File: config.mk
export PLATFORM = sky130hd
export DESIGN_NAME = riscv_trap_entry_unit
export DESIGN_NICKNAME = d
export VERILOG_FILES = /design/src/rtl/rte_pkg.sv /design/src/rtl/rte_cfg_regs.sv /design/src/rtl/rte_trap_logic.sv /design/src/rtl/riscv_trap_entry_unit.sv
export SDC_FILE = /design/constraint.sdc
export NUM_CORES = 1
export LEC_CHECK = 0
export ABC_AREA = 0
export BUFFER_PORTS_ARGS = -buffer_cell sky130_fd_sc_hd__buf_4
export CAP_MARGIN = 20
export CORE_MARGIN = 4
export CORE_UTILIZATION = 36
export DETAILED_ROUTE_END_ITERATION = 12
export HOLD_SLACK_MARGIN = 0.02
export SYNTH_ARGS = -nofsm -noshare
export SYNTH_HDL_FRONTEND = slang
export SYNTH_SLANG_ARGS = --single-unit
File: constraint.sdc
create_clock -name clk -period 18.2 [get_ports clk]
set_clock_uncertainty 0.05 [all_clocks]
set_input_delay 2.73 -clock clk [delete_from_list [all_inputs] [get_ports clk]]
set_output_delay 2.73 -clock clk [all_outputs]
set_load 0.01 [all_outputs]
File: src/rtl/rte_pkg.sv
// Shared types, constants and helper functions for the RISC-V trap entry unit.
// Used by every module under rtl; depends on nothing else.

package rte_pkg;

    // Configuration register indexes.
    localparam int unsigned CFG_IDX_W = 3;
    localparam logic [CFG_IDX_W-1:0] CFG_MTVEC   = 3'd0;
    localparam logic [CFG_IDX_W-1:0] CFG_STVEC   = 3'd1;
    localparam logic [CFG_IDX_W-1:0] CFG_EDELEG  = 3'd2;
    localparam logic [CFG_IDX_W-1:0] CFG_IDELEG  = 3'd3;
    localparam logic [CFG_IDX_W-1:0] CFG_IE_MASK = 3'd4;

    // Request types.
    localparam logic REQ_EXCEPTION = 1'b0;
    localparam logic REQ_INTERRUPT = 1'b1;

    // Privilege modes.
    localparam logic [1:0] MODE_USER    = 2'd0;
    localparam logic [1:0] MODE_SUPER   = 2'd1;
    localparam logic [1:0] MODE_MACHINE = 2'd3;

    // Interrupt bit positions.
    localparam logic [3:0] IRQ_USI = 4'd0;
    localparam logic [3:0] IRQ_SSI = 4'd1;
    localparam logic [3:0] IRQ_MSI = 4'd3;
    localparam logic [3:0] IRQ_UTI = 4'd4;
    localparam logic [3:0] IRQ_STI = 4'd5;
    localparam logic [3:0] IRQ_MTI = 4'd7;
    localparam logic [3:0] IRQ_UEI = 4'd8;
    localparam logic [3:0] IRQ_SEI = 4'd9;
    localparam logic [3:0] IRQ_MEI = 4'd11;

    localparam int unsigned NUM_PRIO = 9;
    localparam logic [3:0] IRQ_PRIO [NUM_PRIO] = '{
        IRQ_MEI, IRQ_MSI, IRQ_MTI, IRQ_SEI, IRQ_SSI,
        IRQ_STI, IRQ_UEI, IRQ_USI, IRQ_UTI
    };

    // Exception causes that carry a trap value.
    localparam logic [3:0] CAUSE_INSTR_ACCESS_FAULT = 4'd1;
    localparam logic [3:0] CAUSE_LOAD_MISALIGNED    = 4'd4;
    localparam logic [3:0] CAUSE_LOAD_ACCESS_FAULT  = 4'd5;
    localparam logic [3:0] CAUSE_STORE_MISALIGNED   = 4'd6;
    localparam logic [3:0] CAUSE_STORE_ACCESS_FAULT = 4'd7;
    localparam logic [3:0] CAUSE_INSTR_PAGE_FAULT   = 4'd12;
    localparam logic [3:0] CAUSE_LOAD_PAGE_FAULT    = 4'd13;
    localparam logic [3:0] CAUSE_STORE_PAGE_FAULT   = 4'd15;

    typedef struct packed {
        logic [63:0] mtvec;
        logic [63:0] stvec;
        logic [15:0] edeleg;
        logic [11:0] ideleg;
        logic [11:0] ie_mask;
    } rte_cfg_t;

    typedef struct packed {
        logic        req_type;
        logic [3:0]  cause_code;
        logic [63:0] current_pc;
        logic [63:0] fault_value;
        logic [11:0] pending_irqs;
        logic [1:0]  current_mode;
        logic        machine_int_enable;
        logic        super_int_enable;
    } rte_item_t;

    typedef struct packed {
        logic        trap_taken;
        logic        to_supervisor;
        logic [63:0] target_pc;
        logic [63:0] cause_value;
        logic [63:0] saved_pc;
        logic [63:0] trap_value;
        logic [1:0]  previous_mode;
        logic        previous_enable;
        logic [1:0]  new_mode;
    } rte_result_t;

    // True for fault and misaligned causes, whose trap value is reported.
    function automatic logic keeps_value(input logic [3:0] code);
        logic keep;
        keep = 1'b0;
        case (code) inside
            CAUSE_INSTR_ACCESS_FAULT, CAUSE_LOAD_MISALIGNED,
            CAUSE_LOAD_ACCESS_FAULT, CAUSE_STORE_MISALIGNED,
            CAUSE_STORE_ACCESS_FAULT, CAUSE_INSTR_PAGE_FAULT,
            CAUSE_LOAD_PAGE_FAULT, CAUSE_STORE_PAGE_FAULT:
                keep = 1'b1;
            default:
                keep = 1'b0;
        endcase
        return keep;
    endfunction

endpackage

File: src/rtl/rte_cfg_regs.sv
// Configuration register file of the trap entry unit (vectors, delegation, enables).
// Depends on rte_pkg.

module rte_cfg_regs (
    input  logic                          clk,
    input  logic                          rst_n,
    input  logic                          wr_en,
    input  logic [rte_pkg::CFG_IDX_W-1:0] wr_index,
    input  logic [63:0]                   wr_data,
    output rte_pkg::rte_cfg_t             cfg
);
    import rte_pkg::*;

    rte_cfg_t cfg_reg;
    rte_cfg_t cfg_next;

    always_comb
    begin
        cfg_next = cfg_reg;
        if (wr_en)
        begin
            case (wr_index)
                CFG_MTVEC:   cfg_next.mtvec   = wr_data;
                CFG_STVEC:   cfg_next.stvec   = wr_data;
                CFG_EDELEG:  cfg_next.edeleg  = wr_data[15:0];
                CFG_IDELEG:  cfg_next.ideleg  = wr_data[11:0];
                CFG_IE_MASK: cfg_next.ie_mask = wr_data[11:0];
                default:     cfg_next = cfg_reg;
            endcase
        end
    end

    always_ff @(posedge clk or negedge rst_n)
    begin
        if (!rst_n)
        begin
            cfg_reg <= '0;
        end
        else
        begin
            cfg_reg <= cfg_next;
        end
    end

    assign cfg = cfg_reg;

endmodule

File: src/rtl/rte_trap_logic.sv
// Combinational trap entry computation: interrupt selection, delegation and vector pc.
// Depends on rte_pkg.

module rte_trap_logic (
    input  rte_pkg::rte_cfg_t    cfg,
    input  rte_pkg::rte_item_t   item,
    output rte_pkg::rte_result_t result
);
    import rte_pkg::*;

    logic [11:0] active;
    logic [11:0] qual;
    logic        ge_deleg;
    logic        ge_mach;
    logic        irq_found;
    logic [3:0]  irq_sel;
    logic        is_int;
    logic        found;
    logic [3:0]  code;
    logic [15:0] deleg_vec;
    logic        to_s;
    logic [63:0] tvec;
    logic [63:0] base;

    always_comb
    begin
        active   = item.pending_irqs & cfg.ie_mask;
        ge_deleg = (item.current_mode == MODE_SUPER && item.super_int_enable)
                   || (item.current_mode == MODE_USER);
        ge_mach  = (item.current_mode == MODE_MACHINE && item.machine_int_enable)
                   || (item.current_mode != MODE_MACHINE);
        for (int i = 0; i < 12; i++)
        begin
            qual[i] = active[i] & (cfg.ideleg[i] ? ge_deleg : ge_mach);
        end

        // Scan from lowest to highest priority so the highest one wins.
        irq_found = 1'b0;
        irq_sel   = '0;
        for (int k = NUM_PRIO - 1; k >= 0; k--)
        begin
            if (qual[IRQ_PRIO[k]])
            begin
                irq_found = 1'b1;
                irq_sel   = IRQ_PRIO[k];
            end
        end

        is_int    = (item.req_type == REQ_INTERRUPT);
        found     = !is_int || irq_found;
        code      = is_int ? irq_sel : item.cause_code;
        deleg_vec = is_int ? {4'b0, cfg.ideleg} : cfg.edeleg;
        to_s      = deleg_vec[code] && (item.current_mode != MODE_MACHINE);
        tvec      = to_s ? cfg.stvec : cfg.mtvec;
        base      = {tvec[63:2], 2'b00};

        result = '0;
        if (found)
        begin
            result.trap_taken      = 1'b1;
            result.to_supervisor   = to_s;
            result.target_pc       = (is_int && tvec[0]) ? base + {58'b0, code, 2'b00}
                                                         : base;
            result.cause_value     = {is_int, 59'b0, code};
            result.saved_pc        = item.current_pc;
            result.trap_value      = (!is_int && keeps_value(code)) ? item.fault_value
                                                                    : 64'b0;
            result.previous_mode   = item.current_mode;
            result.previous_enable = to_s ? item.super_int_enable : item.machine_int_enable;
            result.new_mode        = to_s ? MODE_SUPER : MODE_MACHINE;
        end
    end

endmodule

File: src/rtl/riscv_trap_entry_unit.sv
// Top level of the RISC-V trap entry unit: request register, trap logic, result register.
// Depends on rte_pkg, rte_cfg_regs and rte_trap_logic.
//
//   Channel  | Handshake              | Payload
//   ---------+------------------------+--------------------------------------------
//   request  | in_valid / in_stall    | req_type ... super_int_enable
//   result   | out_valid / out_stall  | trap_taken ... new_mode
//   config   | cfg_valid / cfg_ready  | cfg_index, cfg_data
//
// One request enters per cycle while in_stall is low. It is captured in the
// request register, the trap decision is made by one level of priority logic
// and a 64-bit add, and the outcome lands in the result register, whose valid
// flag is out_valid.
// Reset clears the valid flags and the configuration registers.
// A stalled result holds; the request register still fills behind it, and
// in_stall rises only when both registers are occupied and the output stalls.

module riscv_trap_entry_unit (
    input  logic                          clk,
    input  logic                          rst_n,
    // Request channel.
    input  logic                          in_valid,
    output logic                          in_stall,
    input  logic                          req_type,
    input  logic [3:0]                    cause_code,
    input  logic [63:0]                   current_pc,
    input  logic [63:0]                   fault_value,
    input  logic [11:0]                   pending_irqs,
    input  logic [1:0]                    current_mode,
    input  logic                          machine_int_enable,
    input  logic                          super_int_enable,
    // Result channel.
    output logic                          out_valid,
    input  logic                          out_stall,
    output logic                          trap_taken,
    output logic                          to_supervisor,
    output logic [63:0]                   target_pc,
    output logic [63:0]                   cause_value,
    output logic [63:0]                   saved_pc,
    output logic [63:0]                   trap_value,
    output logic [1:0]                    previous_mode,
    output logic                          previous_enable,
    output logic [1:0]                    new_mode,
    // Configuration write channel.
    input  logic                          cfg_valid,
    output logic                          cfg_ready,
    input  logic [rte_pkg::CFG_IDX_W-1:0] cfg_index,
    input  logic [63:0]                   cfg_data
);
    import rte_pkg::*;

    rte_cfg_t    cfg;
    rte_item_t   item_reg;
    rte_item_t   item_next;
    logic        item_valid_reg;
    logic        item_valid_next;
    rte_result_t result_reg;
    rte_result_t result_next;
    rte_result_t result_comb;
    logic        out_valid_reg;
    logic        out_valid_next;
    logic        in_accept;
    logic        result_load;

    // Configuration writes are always taken.
    assign cfg_ready = 1'b1;

    rte_cfg_regs u_cfg_regs (
        .clk      (clk),
        .rst_n    (rst_n),
        .wr_en    (cfg_valid && cfg_ready),
        .wr_index (cfg_index),
        .wr_data  (cfg_data),
        .cfg      (cfg)
    );

    rte_trap_logic u_trap_logic (
        .cfg    (cfg),
        .item   (item_reg),
        .result (result_comb)
    );

    // The held request moves on whenever the result register is empty or
    // its content is being taken in this cycle.
    assign result_load = item_valid_reg && (!out_valid_reg || !out_stall);
    assign in_stall    = item_valid_reg && !result_load;
    assign in_accept   = in_valid && !in_stall;

    always_comb
    begin
        item_next                    = item_reg;
        item_valid_next              = item_valid_reg && !result_load;
        if (in_accept)
        begin
            item_next.req_type           = req_type;
            item_next.cause_code         = cause_code;
            item_next.current_pc         = current_pc;
            item_next.fault_value        = fault_value;
            item_next.pending_irqs       = pending_irqs;
            item_next.current_mode       = current_mode;
            item_next.machine_int_enable = machine_int_enable;
            item_next.super_int_enable   = super_int_enable;
            item_valid_next              = 1'b1;
        end
    end

    always_comb
    begin
        result_next    = result_load ? result_comb : result_reg;
        out_valid_next = item_valid_reg || (out_valid_reg && out_stall);
    end

    always_ff @(posedge clk or negedge rst_n)
    begin
        if (!rst_n)
        begin
            item_valid_reg <= 1'b0;
            out_valid_reg  <= 1'b0;
        end
        else
        begin
            item_valid_reg <= item_valid_next;
            out_valid_reg  <= out_valid_next;
        end
    end

    // Payload registers carry no reset.
    always_ff @(posedge clk)
    begin
        item_reg   <= item_next;
        result_reg <= result_next;
    end

    assign out_valid       = out_valid_reg;
    assign trap_taken      = result_reg.trap_taken;
    assign to_supervisor   = result_reg.to_supervisor;
    assign target_pc       = result_reg.target_pc;
    assign cause_value     = result_reg.cause_value;
    assign saved_pc        = result_reg.saved_pc;
    assign trap_value      = result_reg.trap_value;
    assign previous_mode   = result_reg.previous_mode;
    assign previous_enable = result_reg.previous_enable;
    assign new_mode        = result_reg.new_mode;

endmodule

After elaboration in Yosys (flattened, before gate mapping)
Cells that the tools add are included.
{"block": "word_totals", "register_bits": 582, "in_bits": 221, "out_inout_bits": 266, "wordCells": 122}
{"block": "classes", "add_sub_neg": 1, "magnitude_cmp": 1, "eq_ne": 15, "muxes": 40, "n_bitwise": 10, "reduce_logical": 29}
{"op": "2-to-1 mux 263 bit", "count": 1}
{"op": "2-to-1 mux 64 bit", "count": 3}
{"op": "adder 64 x 6 -> 64 bit", "count": 1}
{"op": "2-to-1 mux 4 bit", "count": 9}
{"op": "2-to-1 mux 1 bit", "count": 23}
{"op": "equality test 4 x 3 -> 1 bit (second input constant)", "count": 4}
{"op": "2-to-1 mux 16 bit", "count": 1}
{"op": "AND reduction 2 bit", "count": 7}
{"op": "AND 12 bit", "count": 1}
{"op": "equality test 4 bit (second input constant)", "count": 3}
{"op": "AND 1 bit", "count": 9}
{"op": "logical AND 1 bit", "count": 9}
{"op": "OR reduction 8 bit", "count": 1}
{"op": "equality test 3 x 2 -> 1 bit (second input constant)", "count": 2}
{"op": "logical NOT 1 bit", "count": 5}
{"op": "logical OR 1 bit", "count": 5}
{"op": "less-than comparator 4 x 5 -> 1 bit (second input constant)", "count": 1}
{"op": "binary-select mux 1 bit (select 4 bit)", "count": 1}
{"op": "equality test 4 x 1 -> 1 bit (second input constant)", "count": 1}
{"op": "equality test 3 x 1 -> 1 bit (second input constant)", "count": 1}
{"op": "equality test 3 bit (second input constant)", "count": 1}
{"op": "logical NOT 3 bit", "count": 1}
{"op": "2-to-1 mux 3 bit", "count": 1}
{"op": "equality test 2 x 1 -> 1 bit (second input constant)", "count": 1}
{"op": "4 further kinds", "count": 4}

Longest topological paths before layout
Gate-level depths: netlist of the first run.
{"block": "logic_depth", "word_depth": 22, "mapped_depth": 25}

By module
Synthesis of the first run repeated with hierarchy kept, for this count alone.
{"block": "unflattened", "hier_cells": 1637, "area_unflattened_um2": 24927.7}
{"mod": "riscv_trap_entry_unit", "instances": 1, "cells_each": 422, "area_per_inst_um2": 12475.7, "seq_area_each_um2": 12421.9}
{"mod": "rte_cfg_regs", "instances": 1, "cells_each": 359, "area_per_inst_um2": 6934.2, "seq_area_each_um2": 4204.0}
{"mod": "rte_trap_logic", "instances": 1, "cells_each": 856, "area_per_inst_um2": 5517.8, "seq_area_each_um2": 0.0}

Worst setup path after synthesis of the first run
No wires, ideal clock.
{"block": "synth_timing", "path_kind": "input-to-reg", "start": "input port out_stall", "end": "register result_reg (netlist bit cause_value[0]) (enable)", "setup_ps": 1070, "t_arrival_ps": 17283, "slack_ps": -203, "path_stages": 1, "n_path_buf": 0, "cell_sequence": "a21boi_0"}
{"block": "synth_between", "elab_chain_len": 3}
{"element": "start: declaration", "line": "riscv_trap_entry_unit.sv:34", "source": "input logic out_stall,"}
{"element": "logical NOT 1 bit", "line": "riscv_trap_entry_unit.sv:85", "source": "assign result_load = item_valid_reg && (!out_valid_reg || !out_stall);"}
{"element": "logical OR 1 bit", "line": "riscv_trap_entry_unit.sv:85"}
{"element": "logical AND 1 bit", "line": "riscv_trap_entry_unit.sv:85"}
{"element": "end signal: assignment", "line": "riscv_trap_entry_unit.sv:131", "source": "result_reg <= result_next;"}
{"element": "end: declaration", "line": "riscv_trap_entry_unit.sv:57", "source": "rte_result_t result_reg;"}
Every way passes these cells.
A chain may end at the register's enable or synchronous reset.

Worst setup path after layout of the first run
{"block": "layout_timing", "start": "register item_reg[148] (netlist name)", "end": "register result_reg (netlist bit target_pc[50]), data pin"}
{"block": "layout_between", "elab_chain_len": 7, "word_cells_on_any_way": 11, "cone_classes": "add/sub (1); mux (6); reduce/logical (4)"}
{"element": "start: declaration", "line": "riscv_trap_entry_unit.sv:53", "source": "rte_item_t item_reg;"}
{"element": "start signal: assignment", "line": "riscv_trap_entry_unit.sv:130", "source": "item_reg <= item_next;"}
{"element": "2-to-1 mux 4 bit *", "line": "rte_trap_logic.sv:51", "source": "code = is_int ? irq_sel : item.cause_code;"}
{"element": "net u_trap_logic.code[2]", "line": "rte_trap_logic.sv:19", "source": "logic [3:0] code;"}
{"element": "binary-select mux 1 bit (select 4 bit)", "line": "rte_trap_logic.sv:53", "source": "to_s = deleg_vec[code] && (item.current_mode != MODE_MACHINE);"}
{"element": "2-to-1 mux 1 bit (not written as such)", "line": "rte_trap_logic.sv:53"}
{"element": "logical AND 1 bit", "line": "rte_trap_logic.sv:53"}
{"element": "2-to-1 mux 64 bit", "line": "rte_trap_logic.sv:54", "source": "tvec = to_s ? cfg.stvec : cfg.mtvec;"}
{"element": "adder 64 x 6 -> 64 bit / logical AND 1 bit (equally long branches)", "line": "rte_trap_logic.sv:62", "source": "result.target_pc = (is_int && tvec[0]) ? base + {58'b0, code, 2'b00}"}
{"element": "2-to-1 mux 64 bit *", "line": "rte_trap_logic.sv:62"}
Mark *: on every way through the listed nets, which the timed path passes. The rest lies on a longest branch. The select of a mux whose other input is x is not followed.

==> impl_metrics.tcl, run 1 <==
set metrics [dict create \
    cts_tree "done" \
    synth_cells 1582 \
    drtIter0Drc 938 \
    post-route-drc-count 0 \
    grt_max_degree 92 \
    die_area_um2 65200 \
    io_pins 487 \
    ant_nets 0 \
    io_buffer_count 421 \
    routed_via_density 4.95 \
    finalMaxSlewViolations 0 \
    met3_length_um 2550 \
    ys_types 71 \
    clock_latency_ns 0.59 \
    post-cts-setup-buffer-count 0 \
    grt_pass1_wl_um 89200 \
    criticalPathCategory "reg2reg" \
    m1WireLength_um 24300 \
    slew_headroom 0.304 \
    largest_register_ffs 160 \
    route.vias.total 14067 \
    clkSlewWorstSetupHoldPaths_ns 0.06 \
    rows 90 \
    ys_seq_area_frac 0.659 \
    fp.dieH_um 255 \
    area_growth_pct 25.1 \
    grt_pass1_vias 14281 \
    stdcell_count 2843 \
    fillCellCount 5481 \
    min_period_ns 7.24 \
    finalSetupViolCount 0 \
    finalSetupTns_ns 0 \
    wl_um 59500 \
    numCtsBuffers 55 \
    hold_buffers 0 \
    syn-cell-area_um2 22000 \
    ir_drop_mv 0.0647 \
    overflow 0 \
    cts_resized 0 \
    min_period_over_period 0.398 \
    final_common_cell "buf_4" \
    cp_max_fo 61 \
    top_layer "met4" \
    leakage_nw 11.0 \
    worstRegToRegCells 19 \
    multi_input_area_um2 6990 \
    tightest_slew_ns 1.04 \
    gp_congestion 0.888 \
    endpoint_kind "flop" \
    routedWlPerCell_um 20.9 \
    min_delay_path_depth 1 \
    maxCapViolCount 0 \
    place_inst 2734 \
    max_freq_ghz 0.138 \
    fp.dieW_um 255 \
    synth_top_flop_cell "edfxtp_1" \
    hp-class "reg2reg" \
    power.density_nw_per_um2 122 \
    clock_path_buffers 3 \
    status "finished, final reports clean" \
    cp_data_arrival_time_ns 7.52 \
    grt_antenna_before_repair 7 \
    place_hpwl_um 42600 \
    grtUsageTotal 0.175 \
    worst_setup_path_start_kind "flop" \
    fin_nets 2236 \
    cts.sinks 510 \
    h-tree-depth 2 \
    syn_area_per_cell_um2 13.9 \
    drtPass1Iterations 5 \
    synth_edf_count 348 \
    design.core.area_um2 60500 \
    synthArstFlopShare 0.318 \
    rsz0062_at_grt "no" \
    cp.required_ns 18.48 \
    initial_core_util 0.364 \
    root_buffer "clkbuf_16" \
    area.sequential_um2 14500 \
    ys_ff_latch 510 \
    met2WireLength_um 30800 \
    synth_warnings 0 \
    finalHoldViolCount 0 \
    drive_gt1_frac 0.340 \
    layout_common_cells "436 x buf_4, 348 x edfxtp_1, 163 x mux2_2, 162 x dfrtp_1, 135 x and2_1" \
]
## kinds of logic after synthesis
logic type,after synthesis,synth area share
AO/OA/AOI/OAI,130,0.0425
XOR/XNOR,73,0.0290
AND/OR/NAND/NOR,503,0.120
other,2,0.000341
adder cells (fa/ha/maj),5,0.00318
buffers and inverters,138,0.0364
flip-flops,510,0.659
multiplexers,221,0.110
## worst paths after layout
| kind | startpoint | end | slack [ns] |
|---|---|---|---|
| worst min register to register | u_cfg_regs.cfg[0]$_DFFE_PN0P_ | u_cfg_regs.cfg[0]$_DFFE_PN0P_ | 0.45 |
| worst max-delay path | item_reg[148]$_DFFE_PP_ | target_pc[50]$_SDFFCE_PN0P_ | 10.96 |
| max in group asynchronous | rst_n | u_cfg_regs.cfg[31]$_DFFE_PN0P_ | 14.48 |
| worst min-delay path | u_cfg_regs.cfg[0]$_DFFE_PN0P_ | u_cfg_regs.cfg[0]$_DFFE_PN0P_ | 0.45 |
| min in group asynchronous | rst_n | u_cfg_regs.cfg[63]$_DFFE_PN0P_ | 2.18 |
| worst max register to register | item_reg[148]$_DFFE_PP_ | target_pc[50]$_SDFFCE_PN0P_ | 10.96 |
## through the flow
step | utilization | hold slack, ns | power (mW) | setup WS, ns | cell area [um2]
after floorplan | - | 0.394 | 2.04 | 5.14 | 22200
after global routing | 0.456 | 0.463 | 3.54 | 10.57 | 27500
after detailed placement | 0.427 | 0.439 | 2.32 | 10.86 | 25800
after global placement | 0.427 | 0.418 | 2.31 | 10.99 | 25800
final | 0.456 | 0.449 | 3.37 | 10.96 | 27500
after CTS | 0.455 | 0.453 | 3.41 | 10.86 | 27500
## synthesized netlist by cell type, types with 11 or more instances
cell | instances | area (um2)
a211oi_1 | 35 | 263
a21oi_1 | 19 | 95.1
and2_1 | 136 | 851
and3_1 | 26 | 163
buf_2 | 14 | 70.1
buf_4 | 63 | 473
clkbuf_1 | 43 | 161
dfrtp_1 | 162 | 4050
edfxtp_1 | 348 | 10500
inv_1 | 11 | 41.3
mux2_2 | 163 | 1840
mux2i_1 | 53 | 531
nand2_1 | 90 | 338
nand3_1 | 55 | 275
nand4_1 | 36 | 225
nor2_1 | 90 | 338
nor3_1 | 24 | 120
o21ai_0 | 17 | 85.1
xnor2_1 | 39 | 342
xor2_1 | 34 | 298
## per-layer routing
metal,global-route usage,vias up
met3,0.0299,102
met4,0.0656,0
met2,0.305,360
li1,-,6527
met5,0,-
met1,0.219,7078
## where the power goes
part	switching (mW)	leakage [nW]	total, mW	internal, mW
combinational	0.374	4.84	0.708	0.333
clock	0.456	0.842	1.08	0.624
sequential	0.127	5.33	1.59	1.46
## layout make-up
type / count / area share
Clock inverter: 26 / 0.00940
Sequential cell: 510 / 0.526
Tap cell: 782 / 0.0355
Antenna cell: 7 / 0.000636
Clock buffer: 75 / 0.0534
Inverter: 12 / 0.00164
Timing Repair Buffer: 437 / 0.119
Multi-Input combinational cell: 994 / 0.254
## worst max-delay path, cell delays in order, from the launching register on
cell and delay [ns]:
edfxtp_1 0.95, inv_2 0.23, a31o_1 0.32, a22oi_1 0.27, o211ai_1 0.15, o21ai_1 0.45, o32a_1 0.26, a32o_4 0.71
mux2_2 0.43, ha_1 0.33, a21o_1 0.15, a21o_1 0.28, nand2b_1 0.17, nor4_1 0.79, and2_1 0.35, nand2b_1 0.11
or2_2 0.28, mux2i_1 0.41, a211o_1 0.20, nand2_1 0.06
(Power assumes the default switching activity.)
==> run 2, diff against run 1 <==
- clock period: 18.2 -> 6.3 ns (I/O delays scaled with it)
==> impl_metrics.tcl, run 2 (same netlist as run 1, synthesis figures left out) <==
set metrics [dict create \
    status "finished, final reports clean" \
    hp-class "in2async" \
    worstRegToRegCells 19 \
    layout_common_cells "443 x buf_4, 348 x edfxtp_1, 163 x mux2_2, 162 x dfrtp_1, 135 x and2_1" \
    wl_um 59800 \
    io_pins 487 \
    grtUsageTotal 0.178 \
    endpoint_kind "flop" \
    grt_max_degree 167 \
    numCtsBuffers 56 \
    cpMostUsedCell "nor3_1" \
    drtIter0Drc 867 \
    drtPass1Iterations 7 \
    clock_latency_ns 0.60 \
    dp_slack_ns 0.262 \
    rsz0062_at_grt "no" \
    final_common_cell "buf_4" \
    ir_drop_mv 0.258 \
    cp.required_ns 6.68 \
    finalHoldViolCount 0 \
    crit_path_top_delay_cell "or4_1" \
    path_buf_inv 0 \
    min_period_ns 5.93 \
    fp.dieW_um 255 \
    routed_via_density 4.92 \
    route.vias.total 14044 \
    final_core_util 0.459 \
    r2r-end "target_pc[51]$_SDFFCE_PN0P_" \
    design.core.area_um2 60500 \
    die_area_um2 65200 \
    cp_data_arrival_time_ns 6.31 \
    finalSetupViolCount 0 \
    clkSlewWorstSetupHoldPaths_ns 0.06 \
    area_growth_pct 26.1 \
    cp_max_fo 13 \
    routedWlPerCell_um 20.9 \
    h-tree-depth 2 \
    overflow 0 \
    initial_core_util 0.364 \
    post-route-drc-count 0 \
    r2r-start "item_reg[3]$_DFFE_PP_" \
    finalMaxSlewViolations 0 \
    post_dp_cell_area_um2 25900 \
    drive_gt1_frac 0.349 \
    worst_setup_path_start_kind "flop" \
    setup_ws_ns 0.369 \
    crit_family "compound AO/OA/AOI/OAI gates" \
    slew_headroom 0.149 \
    max_freq_ghz 0.169 \
    rows 90 \
    grt_antenna_before_repair 8 \
    grt_pass1_wl_um 90400 \
    grt_pass1_vias 14257 \
    largest_register_ffs 160 \
    power.density_nw_per_um2 356 \
    path_cells "nor2b_4 > o211ai_2 > a211oi_4 > nor2_4 > mux2_1 > o32a_1 > a32o_4 > mux2_2 > ha_1 > a21o_1 > a21oi_1 > o21ba_2 > or4_1 > nor3_1 > nand3_1 > nor3_1 > xor2_1 > nor2_1 > a211oi_1" \
    criticalPathCategory "reg2reg" \
    fin_nets 2247 \
    fp.dieH_um 255 \
    ant_nets 0 \
    maxCapViolCount 0 \
    cts.sinks 510 \
    io_buffer_count 421 \
    cpPeakStageDelay_ns 0.68 \
    clock_path_buffers 3 \
    gp_congestion 0.892 \
    fin_area_um2 27800 \
    root_buffer "clkbuf_16" \
    whs_ns 0.394 \
    post-cts-setup-buffer-count 0 \
    place_hpwl_um 42900 \
    finalSetupTns_ns 0 \
    r2r_setup_slack_ns 0.37 \
    leakage_nw 11.1 \
    tightest_slew_ns 1.28 \
    cts_tree "done" \
    min_period_over_period 0.941 \
]
run 2: cell type report:
class	instances	area (um2)
multi-input cells	994	6990
flip-flops and latches	510	14500
clock inverters	31	283
well taps	782	978
inverters	12	45.0
clock buffers	74	1550
repair buffers	447	3400
fillers	5386	32700
diodes	7	17.5
run 2: how the worst max path moves through the flow:
stage | startpoint | end | slack [ns] | cells after the start
after detailed placement | item_reg[3]$_DFFE_PP_ | target_pc[46]$_SDFFCE_PN0P_ | 0.26 | 19
after CTS | item_reg[3]$_DFFE_PP_ | target_pc[46]$_SDFFCE_PN0P_ | 0.21 | 19
after global placement | item_reg[3]$_DFFE_PP_ | target_pc[46]$_SDFFCE_PN0P_ | 0.32 | 19
final | item_reg[3]$_DFFE_PP_ | target_pc[51]$_SDFFCE_PN0P_ | 0.37 | 19
after global routing | item_reg[3]$_DFFE_PP_ | target_pc[51]$_SDFFCE_PN0P_ | 0.04 | 19
after floorplan | item_reg[2]$_DFFE_PP_ | target_pc[51]$_SDFFCE_PN0P_ | 0.95 | 24
run 2: what timing repair did:
| action | CTS | global route |
|---|---|---|
| endpoints found under the setup margin | 0 | 4 |
| resized for setup | 0 | 1 |
| hold buffers | 0 | 0 |
run 2: metrics by stage:
stage,std cells,total power [mW]
after floorplan,1642,5.87
after global placement,2744,6.69
after detailed placement,2744,6.74
after CTS,2849,10.0
after global routing,2857,10.4
final,2857,9.87
run 2: worst reg2reg max path, cell delays in order, from the launching register on:
cell	delay [ns]
edfxtp_1	0.63
nor2b_4	0.28
o211ai_2	0.16
a211oi_4	0.42
nor2_4	0.13
mux2_1	0.33
o32a_1	0.30
a32o_4	0.35
mux2_2	0.33
ha_1	0.29
a21o_1	0.11
a21oi_1	0.11
o21ba_2	0.30
or4_1	0.69
nor3_1	0.29
nand3_1	0.26
nor3_1	0.28
xor2_1	0.18
nor2_1	0.06
a211oi_1	0.22
run 2: metal layers:
| metal | part of all wire | vias to the layer above | GRT usage |
|---|---|---|---|
| met1 | 0.41 | 7003 | 0.227 |
| met3 | 0.050 | 111 | 0.0320 |
| met4 | 0.039 | 0 | 0.0783 |
| li1 | - | 6561 | - |
| met5 | 0 | - | 0 |
| met2 | 0.51 | 369 | 0.300 |
run 2: report_power, final:
| part | internal, mW | switching (mW) |
|---|---|---|
| logic | 0.984 | 1.10 |
| registers | 4.22 | 0.358 |
| clock network | 1.87 | 1.34 |
==> run 3, diff against run 2 <==
==> constraint.sdc (replaced) <==
create_clock -name clk -period 6.3 [get_ports clk]
set_clock_uncertainty 0.05 [all_clocks]
set_input_delay 1.89 -clock clk [delete_from_list [all_inputs] [get_ports clk]]
set_output_delay 1.89 -clock clk [all_outputs]
set_load 0.01 [all_outputs]
==> impl_metrics.tcl, run 3 (same netlist as run 1, synthesis figures left out) <==
set metrics [dict create \
    status "finished, final reports clean" \
    ant_nets 0 \
    routed_via_density 4.94 \
    h-tree-depth 2 \
    cts.sinks 510 \
    max_freq_ghz 0.169 \
    whs_ns 0.438 \
    finalSetupViolCount 0 \
    path_cells "nand3b_1 > a21boi_1 > or2_1 > o2bb2ai_1 > a31oi_1 > o32a_1 > a32o_4 > mux2_2 > ha_1 > a21o_1 > a21oi_1 > o21ba_2 > or4_1 > nor3_1 > nand3_1 > nor3_1 > xor2_1 > nor2_1 > a211oi_1" \
    rsz0062_at_grt "no" \
    r2r_setup_slack_ns 0.37 \
    min_period_ns 5.93 \
    hp-class "reg2reg" \
    grt_use_met2 0.310 \
    routedWlPerCell_um 20.9 \
    numCtsBuffers 55 \
    finalHoldViolCount 0 \
    power.density_nw_per_um2 359 \
    grt-busiest-layer "met2" \
    grt_pass1_vias 14026 \
    area.sequential_um2 14500 \
    gp_congestion 0.881 \
    cp_data_arrival_time_ns 6.27 \
    grt_antenna_before_repair 3 \
    cp_max_fo 10 \
    fin_nets 2248 \
    finalMaxSlewViolations 0 \
    cts_tree "done" \
    fp.dieH_um 255 \
    largest_register_ffs 160 \
    fillCellCount 5335 \
    min_period_over_period 0.941 \
    design.core.area_um2 60500 \
    grt_max_degree 141 \
    root_buffer "clkbuf_16" \
    slew_headroom 0.307 \
    clkSlewWorstSetupHoldPaths_ns 0.06 \
    leakage_nw 11.2 \
    drtPass1Iterations 5 \
    grt_pass1_wl_um 89400 \
    io_buffer_count 421 \
    overflow 0 \
    endpoint_kind "flop" \
    path_buf_inv 0 \
    cpMostUsedCell "nor3_1" \
    place_hpwl_um 43100 \
    wl_um 59700 \
    criticalPathCategory "reg2reg" \
    rows 90 \
    ir_drop_mv 0.210 \
    area_growth_pct 26.6 \
    fp.dieW_um 255 \
    route.vias.total 14100 \
    grtUsageTotal 0.177 \
    tightest_slew_ns 1.04 \
    met3_usage 0.0308 \
    die_area_um2 65200 \
    final_common_cell "buf_4" \
    layout_common_cells "443 x buf_4, 348 x edfxtp_1, 163 x mux2_2, 162 x dfrtp_1, 135 x and2_1" \
    post-route-drc-count 0 \
    crit_path_top_delay_cell "or4_1" \
    maxCapViolCount 0 \
    crit_family "compound AO/OA/AOI/OAI gates" \
    clock_path_buffers 3 \
    worst_setup_path_start_kind "flop" \
    initial_core_util 0.364 \
    drtIter0Drc 1081 \
    finalSetupTns_ns 0 \
    multi_input_area_um2 7000 \
    drive_gt1_frac 0.348 \
    met1_usage 0.225 \
    cpPeakStageDelay_ns 0.68 \
    clock_latency_ns 0.60 \
    io_pins 487 \
    cp.required_ns 6.64 \
]
-- run 3: cell count changes in the layout (fill, tap and decap cells not counted), sizes merged --
| cell | change |
|---|---|
| clkinv | +2 |
| bufinv | +4 |
| clkbuf | -3 |
| diode | -5 |
| buf | +2 |
| inv | -4 |
-- run 3: layout make-up --
cell class,count,area share
clock buffer,71,0.0549
antenna,2,0.000179
timing repair buffer,449,0.124
multi-input combinational,994,0.251
sequential,510,0.520
clock inverter,33,0.0135
tap,782,0.0351
inverter,12,0.00162
-- run 3: metrics by stage --
step	utilization	power (mW)	cells	setup slack, ns	area (um2)
3_3_place_gp	0.429	6.69	2743	0.269	25900
3_5_place_dp	0.429	6.73	2743	0.238	25900
2_1_floorplan	-	5.87	1642	0.368	22300
4_1_cts	0.460	10.1	2847	0.191	27800
5_1_grt	0.461	10.5	2853	0.0173	27900
6_report	0.461	10.0	2853	0.374	27900
-- run 3: repair_timing --
item,in CTS,in global routing
resized for setup,0,2
setup endpoints to repair,0,12
hold buffers,0,0
buffers inserted,0,3
-- run 3: path summary, 6_finish.rpt --
| kind | startpoint | to | cells past startpoint |
|---|---|---|---|
| worst max-delay path | item_reg[3]$_DFFE_PP_ | target_pc[51]$_SDFFCE_PN0P_ | 19 |
| worst min-delay path | item_valid_reg$_DFF_PN0_ | out_valid$_DFF_PN0_ | 1 |
| worst max register to register | item_reg[3]$_DFFE_PP_ | target_pc[51]$_SDFFCE_PN0P_ | 19 |
| worst min register to register | item_valid_reg$_DFF_PN0_ | out_valid$_DFF_PN0_ | 1 |
| max in group asynchronous | rst_n | u_cfg_regs.cfg[156]$_DFFE_PN0P_ | 2 |
| min in group asynchronous | rst_n | u_cfg_regs.cfg[126]$_DFFE_PN0P_ | 1 |
-- run 3: report_power, final --
part / leakage [nW] / total, mW / switching (mW) / internal (mW)
Sequential: 5.33 / 4.57 / 0.357 / 4.22
Combinational: 4.93 / 2.09 / 1.10 / 0.988
Clock: 0.929 / 3.35 / 1.34 / 2.01
-- run 3: layer usage --
metal,up-vias,wire length (um)
li1,6555,-
met1,7102,24400
met2,366,31100
met3,77,2830
met4,0,1350
met5,-,0
